File: src/rtl/assert_macros.svh
// ----------------------------------------------------------------------------
// assert_macros.svh
// Shared assertion macros for the migration candidate queue RTL.
// ----------------------------------------------------------------------------
`ifndef ASSERT_MACROS_SVH
`define ASSERT_MACROS_SVH

// Same-cycle implication, disabled while reset is asserted
`define MCQ_ASSERT(label, clk, rst_n, ante, cons, msg) \
    label: assert property (@(posedge clk) disable iff (!rst_n) (ante) |-> (cons)) \
        else $error(msg);

// Next-cycle implication, disabled while reset is asserted
`define MCQ_ASSERT_NEXT(label, clk, rst_n, ante, cons, msg) \
    label: assert property (@(posedge clk) disable iff (!rst_n) (ante) |=> (cons)) \
        else $error(msg);

`endif

File: src/rtl/mcq_pkg.sv
// ----------------------------------------------------------------------------
// mcq_pkg
// Types, widths and codes shared by the migration candidate queue modules.
// ----------------------------------------------------------------------------
package mcq_pkg;

    // Sizing
    localparam int QUEUE_DEPTH = 64;
    localparam int PAGE_BITS   = 48;
    localparam int NODE_BITS   = 8;
    localparam int IDX_W       = $clog2(QUEUE_DEPTH);
    localparam int COUNT_W     = $clog2(QUEUE_DEPTH + 1);
    localparam int SUM_W       = COUNT_W + 1;
    localparam int OCC_W       = 7;
    localparam int LIMIT_W     = 7;
    localparam int LIMIT_RESET = 64;
    localparam int LIM_CMP_W   = (SUM_W > LIMIT_W) ? SUM_W : LIMIT_W;
    localparam int CFG_DATA_W  = 7;
    localparam int CFG_IDX_W   = 1;

    // Register indexes
    localparam logic [CFG_IDX_W-1:0] CFG_MIGRATION_DISABLE = 1'b0;
    localparam logic [CFG_IDX_W-1:0] CFG_QUEUE_LIMIT       = 1'b1;

    // Opcodes
    localparam logic OP_ADD  = 1'b0;
    localparam logic OP_TICK = 1'b1;

    // Input word
    typedef struct packed {
        logic                 opcode;
        logic [PAGE_BITS-1:0] page_address;
        logic [NODE_BITS-1:0] target_node;
    } mcq_cand_t;

    // Output word
    typedef struct packed {
        logic                 migrate_valid;
        logic [PAGE_BITS-1:0] migrate_page;
        logic [NODE_BITS-1:0] migrate_node;
        logic                 updated_existing;
        logic                 dropped_oldest;
        logic [OCC_W-1:0]     occupancy;
    } mcq_result_t;

    // One queue entry
    typedef struct packed {
        logic [PAGE_BITS-1:0] page;
        logic [NODE_BITS-1:0] node;
    } mcq_entry_t;

    // Entry store access for one cycle
    typedef struct packed {
        logic             re;
        logic [IDX_W-1:0] raddr;
        logic             we;
        logic [IDX_W-1:0] waddr;
        mcq_entry_t       wdata;
    } mcq_store_req_t;

    // Sequencer states
    typedef enum logic [2:0] {
        ST_IDLE,
        ST_SCAN,
        ST_TICK_RD,
        ST_TICK_CHK,
        ST_FINISH
    } mcq_state_t;

endpackage

File: src/rtl/mcq_store.sv
// ----------------------------------------------------------------------------
// mcq_store
// Entry memory with a registered read port and the page comparator that the
// sequencer shares between the duplicate scan and the zero-page check.
// ----------------------------------------------------------------------------
module mcq_store (
    input  logic                          clk,
    input  mcq_pkg::mcq_store_req_t       req,
    input  logic [mcq_pkg::PAGE_BITS-1:0] key,
    output mcq_pkg::mcq_entry_t           rd_data,
    output logic                          match
);
    import mcq_pkg::*;

    mcq_entry_t mem [QUEUE_DEPTH];
    mcq_entry_t rd_data_reg;

    // One write and one registered read per cycle
    always_ff @(posedge clk)
    begin
        if (req.we)
        begin
            mem[req.waddr] <= req.wdata;
        end
        if (req.re)
        begin
            rd_data_reg <= mem[req.raddr];
        end
    end

    assign rd_data = rd_data_reg;

    // Shared page comparator
    assign match = (rd_data_reg.page == key);

endmodule

File: src/rtl/migration_candidate_queue.sv
// ----------------------------------------------------------------------------
// migration_candidate_queue
// Bounded, deduplicating FIFO of page-migration candidates.
// ----------------------------------------------------------------------------
// Usage:
//   cand channel (cand_valid / cand_stall / cand) carries add and tick words.
//   req channel (req_valid / req_stall / req) returns exactly one result word
//   per accepted input word, in order.
//   cfg_we / cfg_index / cfg_data write migration_disable (0) and
//   queue_limit (1); write only while no word is in flight.
// Timing:
//   An add scans the queue oldest first through one memory read port and
//   one page comparator, one entry per cycle. A tick reads the head entry
//   and then checks its page against the zero page.
//   cand_stall stays high until the result has moved to the output register,
//   so one word is in work at a time.
// Reset:
//   Queue empty, head at slot zero, migration enabled, limit 64. Entry
//   memory is not cleared; only written entries are ever used.
// Backpressure:
//   While req_stall holds a waiting result, the next finished result waits
//   in the sequencer and no new word is taken.
// ----------------------------------------------------------------------------
`include "assert_macros.svh"

module migration_candidate_queue (
    input  logic                           clk,
    input  logic                           rst_n,
    // input words
    input  logic                           cand_valid,
    output logic                           cand_stall,
    input  mcq_pkg::mcq_cand_t             cand,
    // result words
    output logic                           req_valid,
    input  logic                           req_stall,
    output mcq_pkg::mcq_result_t           req,
    // configuration writes
    input  logic                           cfg_we,
    input  logic [mcq_pkg::CFG_IDX_W-1:0]  cfg_index,
    input  logic [mcq_pkg::CFG_DATA_W-1:0] cfg_data
);
    import mcq_pkg::*;

    // Ring position of an offset from the head
    function automatic logic [IDX_W-1:0] slot_at(input logic [IDX_W-1:0]   head,
                                                 input logic [COUNT_W-1:0] off);
        logic [SUM_W-1:0] sum;
        sum = SUM_W'(head) + SUM_W'(off);
        if (sum >= SUM_W'(QUEUE_DEPTH))
        begin
            sum = sum - SUM_W'(QUEUE_DEPTH);
        end
        return sum[IDX_W-1:0];
    endfunction

    mcq_state_t           state_reg, state_next;
    logic [IDX_W-1:0]     head_reg, head_next;
    logic [COUNT_W-1:0]   count_reg, count_next;
    logic [COUNT_W-1:0]   scan_idx_reg, scan_idx_next;
    logic                 cmp_vld_reg, cmp_vld_next;
    logic [IDX_W-1:0]     cmp_slot_reg, cmp_slot_next;
    mcq_cand_t            key_reg, key_next;
    mcq_result_t          res_reg, res_next;
    mcq_result_t          out_reg, out_next;
    logic                 out_vld_reg, out_vld_next;
    logic                 dis_reg;
    logic [LIMIT_W-1:0]   limit_reg;

    mcq_store_req_t       store_req;
    logic [PAGE_BITS-1:0] store_key;
    mcq_entry_t           store_rd;
    logic                 store_match;

    logic                 cand_take;
    logic                 out_free;
    logic [LIM_CMP_W-1:0] lim_ext, lim_eff;
    logic                 overflow;

    assign cand_stall = (state_reg != ST_IDLE);
    assign cand_take  = cand_valid && !cand_stall;
    assign out_free   = !out_vld_reg || !req_stall;
    assign req_valid  = out_vld_reg;
    assign req        = out_reg;

    // Effective limit and overflow test for an append
    assign lim_ext  = LIM_CMP_W'(limit_reg);
    assign lim_eff  = (lim_ext > LIM_CMP_W'(QUEUE_DEPTH)) ? LIM_CMP_W'(QUEUE_DEPTH) : lim_ext;
    assign overflow = (LIM_CMP_W'(count_reg) + LIM_CMP_W'(1)) > lim_eff;

    // Comparator key: candidate page during scan, zero for the head check
    assign store_key = (state_reg == ST_TICK_CHK) ? '0 : key_reg.page_address;

    mcq_store u_store (
        .clk     (clk),
        .req     (store_req),
        .key     (store_key),
        .rd_data (store_rd),
        .match   (store_match)
    );

    // Next state
    always_comb
    begin
        state_next = state_reg;
        unique case (state_reg)
            ST_IDLE:
            begin
                if (cand_take)
                begin
                    state_next = (cand.opcode == OP_TICK) ? ST_TICK_RD : ST_SCAN;
                end
            end
            ST_SCAN:
            begin
                if (cmp_vld_reg && store_match)
                begin
                    state_next = ST_FINISH;
                end
                else if (scan_idx_reg == count_reg && !cmp_vld_reg)
                begin
                    state_next = ST_FINISH;
                end
            end
            ST_TICK_RD:  state_next = ST_TICK_CHK;
            ST_TICK_CHK: state_next = ST_FINISH;
            ST_FINISH:
            begin
                if (out_free)
                begin
                    state_next = ST_IDLE;
                end
            end
            default:     state_next = ST_IDLE;
        endcase
    end

    // Datapath and memory control
    always_comb
    begin
        head_next     = head_reg;
        count_next    = count_reg;
        scan_idx_next = scan_idx_reg;
        cmp_vld_next  = cmp_vld_reg;
        cmp_slot_next = cmp_slot_reg;
        key_next      = key_reg;
        res_next      = res_reg;
        out_next      = out_reg;
        out_vld_next  = out_vld_reg;
        store_req     = '0;

        // Output register drains independently
        if (out_vld_reg && !req_stall)
        begin
            out_vld_next = 1'b0;
        end

        unique case (state_reg)
            ST_IDLE:
            begin
                if (cand_take)
                begin
                    key_next      = cand;
                    scan_idx_next = '0;
                    cmp_vld_next  = 1'b0;
                end
            end
            ST_SCAN:
            begin
                priority if (cmp_vld_reg && store_match)
                begin
                    // hit: rewrite the node of the oldest match
                    store_req.we         = 1'b1;
                    store_req.waddr      = cmp_slot_reg;
                    store_req.wdata.page = key_reg.page_address;
                    store_req.wdata.node = key_reg.target_node;
                    res_next                  = '0;
                    res_next.updated_existing = 1'b1;
                    res_next.occupancy        = OCC_W'(count_reg);
                end
                else if (scan_idx_reg != count_reg)
                begin
                    // issue next read, compare lands in the next cycle
                    store_req.re  = 1'b1;
                    store_req.raddr = slot_at(head_reg, scan_idx_reg);
                    cmp_slot_next = slot_at(head_reg, scan_idx_reg);
                    cmp_vld_next  = 1'b1;
                    scan_idx_next = scan_idx_reg + COUNT_W'(1);
                end
                else if (cmp_vld_reg)
                begin
                    // last compare missed, settle next cycle
                    cmp_vld_next = 1'b0;
                end
                else
                begin
                    // miss: append, drop the oldest on overflow
                    store_req.we         = 1'b1;
                    store_req.waddr      = slot_at(head_reg, count_reg);
                    store_req.wdata.page = key_reg.page_address;
                    store_req.wdata.node = key_reg.target_node;
                    res_next = '0;
                    if (overflow)
                    begin
                        head_next               = slot_at(head_reg, COUNT_W'(1));
                        res_next.dropped_oldest = 1'b1;
                        res_next.occupancy      = OCC_W'(count_reg);
                    end
                    else
                    begin
                        count_next         = count_reg + COUNT_W'(1);
                        res_next.occupancy = OCC_W'(count_reg + COUNT_W'(1));
                    end
                end
            end
            ST_TICK_RD:
            begin
                store_req.re    = 1'b1;
                store_req.raddr = head_reg;
            end
            ST_TICK_CHK:
            begin
                res_next = '0;
                if (!dis_reg && count_reg != '0 && !store_match)
                begin
                    res_next.migrate_valid = 1'b1;
                    res_next.migrate_page  = store_rd.page;
                    res_next.migrate_node  = store_rd.node;
                    head_next              = slot_at(head_reg, COUNT_W'(1));
                    count_next             = count_reg - COUNT_W'(1);
                    res_next.occupancy     = OCC_W'(count_reg - COUNT_W'(1));
                end
                else
                begin
                    res_next.occupancy = OCC_W'(count_reg);
                end
            end
            ST_FINISH:
            begin
                if (out_free)
                begin
                    out_next     = res_reg;
                    out_vld_next = 1'b1;
                end
            end
            default:
            begin
            end
        endcase
    end

    // Control registers
    always_ff @(posedge clk or negedge rst_n)
    begin
        if (!rst_n)
        begin
            state_reg   <= ST_IDLE;
            head_reg    <= '0;
            count_reg   <= '0;
            cmp_vld_reg <= 1'b0;
            out_vld_reg <= 1'b0;
            dis_reg     <= 1'b0;
            limit_reg   <= LIMIT_W'(LIMIT_RESET);
        end
        else
        begin
            state_reg   <= state_next;
            head_reg    <= head_next;
            count_reg   <= count_next;
            cmp_vld_reg <= cmp_vld_next;
            out_vld_reg <= out_vld_next;
            if (cfg_we)
            begin
                unique case (cfg_index)
                    CFG_MIGRATION_DISABLE: dis_reg   <= cfg_data[0];
                    CFG_QUEUE_LIMIT:       limit_reg <= cfg_data[LIMIT_W-1:0];
                    default:               dis_reg   <= dis_reg;
                endcase
            end
        end
    end

    // Payload registers
    always_ff @(posedge clk)
    begin
        scan_idx_reg <= scan_idx_next;
        cmp_slot_reg <= cmp_slot_next;
        key_reg      <= key_next;
        res_reg      <= res_next;
        out_reg      <= out_next;
    end

    // Checks
    `MCQ_ASSERT(a_count_bound, clk, rst_n, 1'b1, count_reg <= COUNT_W'(QUEUE_DEPTH), "count over depth")
    `MCQ_ASSERT(a_write_in_scan, clk, rst_n, store_req.we, state_reg == ST_SCAN, "store write outside scan")
    `MCQ_ASSERT(a_flags_exclusive, clk, rst_n, req_valid, !(req.updated_existing && req.dropped_oldest) && !(req.migrate_valid && (req.updated_existing || req.dropped_oldest)), "result flags overlap")
    `MCQ_ASSERT_NEXT(a_take_busy, clk, rst_n, cand_take, state_reg != ST_IDLE, "accepted word left idle")

endmodule

File: config.mk
export PLATFORM = sky130hd
export DESIGN_NAME = migration_candidate_queue
export DESIGN_NICKNAME = d
export VERILOG_FILES = /design/src/rtl/mcq_pkg.sv /design/src/rtl/mcq_store.sv /design/src/rtl/migration_candidate_queue.sv
export VERILOG_INCLUDE_DIRS = /design/src /design/src/rtl
export SDC_FILE = /design/constraint.sdc
export NUM_CORES = 2
export LEC_CHECK = 0
export BUFFER_PORTS_ARGS = -buffer_cell sky130_fd_sc_hd__buf_2
export CORE_UTILIZATION = 35
export CTS_BUF_LIST = sky130_fd_sc_hd__clkbuf_4 sky130_fd_sc_hd__clkbuf_8
export DETAILED_ROUTE_END_ITERATION = 7
export PLACE_DENSITY_LB_ADDON = 0.05
export SYNTH_ARGS = -nofsm -noshare
export SYNTH_HDL_FRONTEND = slang
export SYNTH_SLANG_ARGS = --single-unit
File: constraint.sdc
create_clock -name clk -period 5.9 [get_ports clk]
set_input_delay 0.295 -clock clk [delete_from_list [all_inputs] [get_ports clk]]
set_output_delay 0.295 -clock clk [all_outputs]
set_load 0.05 [all_outputs]
* Yosys cells after proc, flatten, opt, wreduce, memory -nomap -nowiden *
Memories as Yosys holds them, arrays and structs flattened. A register that Yosys moved wholly into a read port is not among the register bits.
Index checks and enable logic that the tools add are counted.

operators by class
  $lt $le $gt $ge = 5
  bitwise gates (word level) = 2
  eq/ne operators = 18
  reductions and logical operators = 29
  $add $sub $neg = 10
  mux-type cells = 49

operators with widths
  kind                                                                                  count
  63-bit 2-to-1 mux                                                                     4
  66-bit 2-to-1 mux                                                                     3
  66-bit case mux with 2 select lines                                                   1
  7-bit 2-to-1 mux                                                                      11
  57-bit 2-to-1 mux                                                                     1
  48-bit == test                                                                        1
  48-bit 2-to-1 mux                                                                     1
  6-bit 2-to-1 mux                                                                      8
  7-bit case mux with 2 select lines                                                    3
  6-bit by 1-bit subtractor with 6-bit output (second input constant)                   3
  6-bit by 7-bit adder with 8-bit output                                                2
  8-bit by 7-bit greater-or-equal comparator with 1-bit output (second input constant)  2
  3-bit case mux with 5 select lines                                                    1
  7-bit by 1-bit adder with 7-bit output (second input constant)                        2
  2-bit inequality test (second input constant)                                         7
  3-bit 2-to-1 mux                                                                      4
  6-bit case mux with 2 select lines                                                    1
  3-bit AND reduction                                                                   4
  1-bit 2-to-1 mux                                                                      9
  3-bit inequality test (second input constant)                                         3
  7-bit by 1-bit adder with 8-bit output (second input constant)                        1
  8-bit by 7-bit greater-than comparator with 1-bit output                              1
  2-bit AND reduction                                                                   4
  4-bit AND reduction                                                                   2
  21 further kinds                                                                      34

storage, ports and cells
  register bits after elaboration = 227
  input port bits = 70
  RAM bits = 3584
  output and inout bits = 68
  memories kept = 1

memories
  memory       depth  bits a word  rd ports  clocked after Yosys merged registers in  wr ports  RTL line         text
  u_store.mem  64     56           1         1                                        1         mcq_store.sv:15  mcq_entry_t mem [QUEUE_DEPTH];

* Longest topological paths before layout *
  depth in word-level cells = 9
  gate-level depth with buffers = 19
  gate-level depth less buffers = 15

* By module *
A second synthesis with hierarchy kept.

unflattened totals
  cell total of the unflattened synthesis = 6701
  area total of the unflattened synthesis = 147768.0 um^2

by module, submodules not included
  module                     area each (um^2)  seq. area each (um^2)  times used  cells an instance
  mcq_store                  138066.2          109304.8               1           6013
  migration_candidate_queue  9701.8            6687.7                 1           688

* Worst setup path before layout *
No wires, ideal clock.

  path kind = register -> register
  start = register u_store.rd_data[15] (netlist name)
  end = memory u_store.mem[0][19] in the netlist's numbering (data pin)
  setup slack = 202 ps
  clock period less this slack = 5698 ps
  library setup time = 680 ps
  stages on the path, launching flop included = 11
  arrival = 5018 ps
  cell sequence = edfxtp_1 > nor2b_1 > a2111o_1 > a2111oi_2 > o2111ai_1 > or4_4 > nor2_4 > buf_4 > nor2_1 > clkbuf_1 > nor3_1

RTL lines
  item           RTL line
  end, declared  mcq_store.sv:15

* Final worst setup path *
  start = register state_reg[1]
  end = register u_store.rd_data[42] (netlist name)

on the way
  longest elaborated chain between the ends = 6
  elaborated cells on any way between the ends = 8
  classes of those cells = eq/ne (4); mux (3); reduce/logical (1)

ends and longest elaborated chain
  item                                      RTL line                          text
  start, declared                           migration_candidate_queue.sv:56   mcq_state_t state_reg, state_next;
  start signal, assigned                    migration_candidate_queue.sv:266  state_reg <= state_next;
  3-bit by 2-bit == test with 1-bit output  migration_candidate_queue.sv:91   assign store_key = (state_reg == ST_TICK_CHK) ? '0 : key_reg.page_address;
  48-bit 2-to-1 mux                         migration_candidate_queue.sv:91
  48-bit == test                            mcq_store.sv:34                   assign match = (rd_data_reg.page == key);
  1-bit logical AND                         migration_candidate_queue.sv:169  priority if (cmp_vld_reg && store_match)
  7-bit 2-to-1 mux                          migration_candidate_queue.sv:169
  7-bit case mux with 2 select lines *      migration_candidate_queue.sv:157  unique case (state_reg)

Mark *: on every way between the ends. The rest lies on a longest branch, timed or not.
A chain may end at the register's enable or synchronous reset.

==> impl_metrics.ini <==
[floorplanning]
dieArea_um2 = 440900
rows = 242
floorplan.io_pins = 138
initial_utilization_pct = 35.23
area_of_the_core_region_um2 = 435400
chipWidth_um = 664.0
dieHeight_um = 664.0

[sta]
grt_setup_unrepaired = no
worst_slew_margin_rel_pct = 18.96
hold-worst-slack_ns = 0.1329
finalWorstPathRequiredPeriod_ns = 5.860
maxSlewViolCount = 0
setup_viol_count_final = 0
fin_crit_sh_pct = 99.32
final-hold-violation-count = 0
timing_worst_slew_pin_value_ns = 1.211
clock-skew-final_ns = 0.09852
achievable_clock_frequency_mhz = 170.7

[cts]
path_clk_slew_ns = 0.07
tritoncts = built
cts_htree_levels = 6
cts-buffers-inserted = 686
max-clock-path-buffers = 4
cts.sinks = 3867
buffer_cell_driving_the_clock_tree_root = clkbuf_8
worst_skew_pair.late_latency_ns = 1.26

[route]
drt-initial-drc-count = 9951
avg_wl_per_cell_um = 34.30
first_pass_iteration_count_of_the_detailed_router = 8
via_count = 94070
post-route-drc-count = 2
postRouteAntennaNets = 0
detail_route.wirelength_um = 586600
routed_via_density = 5.501

[final_layout]
layout_cell_share_with_drive_strength_beyond_1_pct = 15.94
number_of_flip_flops_in_the_largest_register = 3584
seqCellArea_um2 = 116000
mostFrequentLayoutCell = edfxtp_1
multi_input_area_um2 = 35020
layout_common_cells = 3841 x edfxtp_1, 1991 x nand2_1, 1277 x mux2i_1, 881 x nand3_1, 702 x clkbuf_8
layout.filler_cells = 39770
layout.nets = 10950
finalInstanceArea_um2 = 179800
synthToLayoutAreaGrowth_pct = 17.23

[global_routing]
grt_pass1_wl_um = 792400
maximum_number_of_pins_on_one_net_before_global_route_repair = 139
global_route.usage.total_pct = 25.86
grt-ovfl-total = 0
antenna_found_initial = 43
number_of_global_route_vias_before_repair = 93060

[yosys]
asyncSetResetFlopFracSynth_pct = 0.6724
postSynth.topFlopCell = edfxtp_1
yosysSeqAreaShare_pct = 75.62
syn_nets = 10110
synth_top_family_by_area = simple AND/OR/NAND/NOR gates
area_share_of_and_or_nand_nor_cells_after_synthesis_pct = 9.302
synth_fa_ha_area_share_pct = 0.2056
synthMuxAreaShare_pct = 8.509
post_synthesis_xor_xnor_area_fraction_pct = 0.2227
edff_count_synth = 3841
synthesis_warnings = 0
mappedNetlistArea_um2 = 153400
synth_compound_gate_area_share_pct = 4.010
synth_area_per_cell_um2 = 15.31
synth.distinct_cells = 77
synth.ff_latch_count = 3867
synthCells = 10020

[placed_design]
detailed_place_hpwl_um = 319700
placer_congestion_estimate = 0.8247
quantity_of_i_o_buffers_inserted_on_ports = 137
detailed_place.area_um2 = 165500

[pwr]
power.combinational.fraction_pct = 46.8
clock_power_share_pct = 22.7
internal_power_uw = 60120
power.ir.vdd_worst_uv = 754.3
power.switching_fraction_pct = 43.07
p_leak_uw = 0.06328
switching_power_uw = 45480
power_density_nw_per_um2 = 587.3
power.share.sequential_pct = 30.5

[worst_setup_path]
crit_type = reg -> reg
worst_ep_arrival_time_ns = 6.72
timing.critical_path.fanout_max = 26
cp.required_ns = 6.76
endpoint_kind = flip-flop
setup.worst_path.start_class = flip-flop

[run_status]
failing_checks = DRC
run_status = finished, violations left

[run]
max_cap_violations = 0

[hold_path]
min_delay_path_class = in -> async
-- layer usage --
layer	track usage, %	vias to the layer above	wire length (µm)
li1	-	39970	-
met1	35.98	49670	257900
met2	42.05	3539	276500
met3	3.255	891	31960
met4	8.467	2	19830
met5	0	-	322
-- cell families (layout without fill, tap and decap cells) --
kind of cell	count (synthesis)	after routing
xor gates and xnor gates	39	39
DFF	3867	3867
muxes	1293	1293
other	0	13
AOI/OAI and AO/OA	801	801
buffers and inverters	667	2001
adders and majority gates	24	24
and+or+nand+nor	3327	3327
-- path summary, 6_finish.rpt --
kind	start	endpoint	slack (ns)	cells past startpoint
min in group clk	cand_valid	key_reg[0]	0.17	4
hold reg to reg	res_reg[58]	req[58]	0.42	0
setup reg to reg	state_reg[1]	u_store.rd_data[42]	0.04	16
max in group asynchronous	rst_n	limit_reg[6]	5.46	4
hold / removal	rst_n	head_reg[0]	0.13	4
setup / recovery	state_reg[1]	u_store.rd_data[42]	0.04	16
-- critical path, cell delays in order, from the launching register on --
cell and delay, ns:
dfrtp_1 0.56, and3b_4 0.59, nor2_1 0.12, o32ai_2 0.36, o2111ai_2 0.36, or4_4 0.65, nor2_4 0.39, o21a_4 0.23
buf_12 0.19, buf_12 0.26, buf_4 0.34, buf_4 0.28, mux2i_1 0.12, a32oi_1 0.17, nand2_1 0.08, a22oi_1 0.29
nand2_1 0.35
-- power by group through the flow --
stage | clock, µW | sequential (µW) | combinational, µW
after floorplan | 0 | 31900 | 30900
after global placement | 0 | 32800 | 49500
after detailed placement | 0 | 32800 | 49400
after CTS | 24500 | 32200 | 49600
after global routing | 25500 | 32200 | 52400
final | 23900 | 32200 | 49400
-- cell type report --
| class | instances | share of cell area [%] |
|---|---|---|
| diodes | 13 | 0.01809 |
| clock buffers | 933 | 6.337 |
| clock inverters | 256 | 0.7570 |
| inverters | 57 | 0.1190 |
| multi-input cells | 5484 | 19.48 |
| flip-flops and latches | 3867 | 64.50 |
| well taps | 5734 | 3.990 |
| repair buffers | 755 | 4.800 |
-- synthesized netlist by cell type, types with 8 or more instances --
cell | number | area share, %
o221ai_1 | 14 | 0.080
nand2_1 | 1993 | 4.9
inv_1 | 57 | 0.14
o22ai_1 | 15 | 0.061
mux4_2 | 8 | 0.12
nand3_1 | 881 | 2.9
buf_1 | 35 | 0.086
xnor2_1 | 24 | 0.14
dfrtp_1 | 25 | 0.41
nand4_1 | 12 | 0.049
and3_1 | 94 | 0.38
a22oi_1 | 46 | 0.23
xor2_1 | 15 | 0.086
a21oi_1 | 170 | 0.55
nor3_1 | 64 | 0.21
mux2_2 | 8 | 0.059
buf_6 | 35 | 0.26
o21ai_0 | 23 | 0.075
nor4_1 | 12 | 0.049
o21a_1 | 10 | 0.049
nor2b_1 | 27 | 0.11
clkbuf_1 | 230 | 0.56
ha_1 | 22 | 0.18
edfxtp_1 | 3841 | 75
buf_2 | 264 | 0.86
and2_1 | 41 | 0.17
nor2_1 | 169 | 0.41
nand2b_1 | 13 | 0.053
mux2i_1 | 1277 | 8.3
buf_4 | 46 | 0.23
a31oi_1 | 17 | 0.069
a32oi_1 | 419 | 2.4
-- through the flow --
stage / total power [µW] / worst slack [ns] / setup TNS (ns) / utilization [%] / std cells
detailed placement: 82190 / -0.04856 / -0.04856 / 38.02 / 15750
global route: 110100 / 0.01667 / 0 / 41.29 / 17090
global placement: 82280 / -0.09430 / -0.1039 / 38.02 / 15750
finish: 105600 / 0.04017 / 0 / 41.30 / 17100
CTS: 106300 / 0.1534 / 0 / 41.29 / 17090
floorplan: 62830 / 0.2017 / 0 / - / 10020
-- timing repair --
| action | in CTS | in global routing |
|---|---|---|
| hold buffers | 147 | 0 |
| endpoints found under the setup margin | 7 | 0 |
| setup buffers | 0 | 0 |
| hold endpoints to repair | 192 | 0 |
| resized for setup | 3 | 0 |
(Power assumes the default switching activity.)
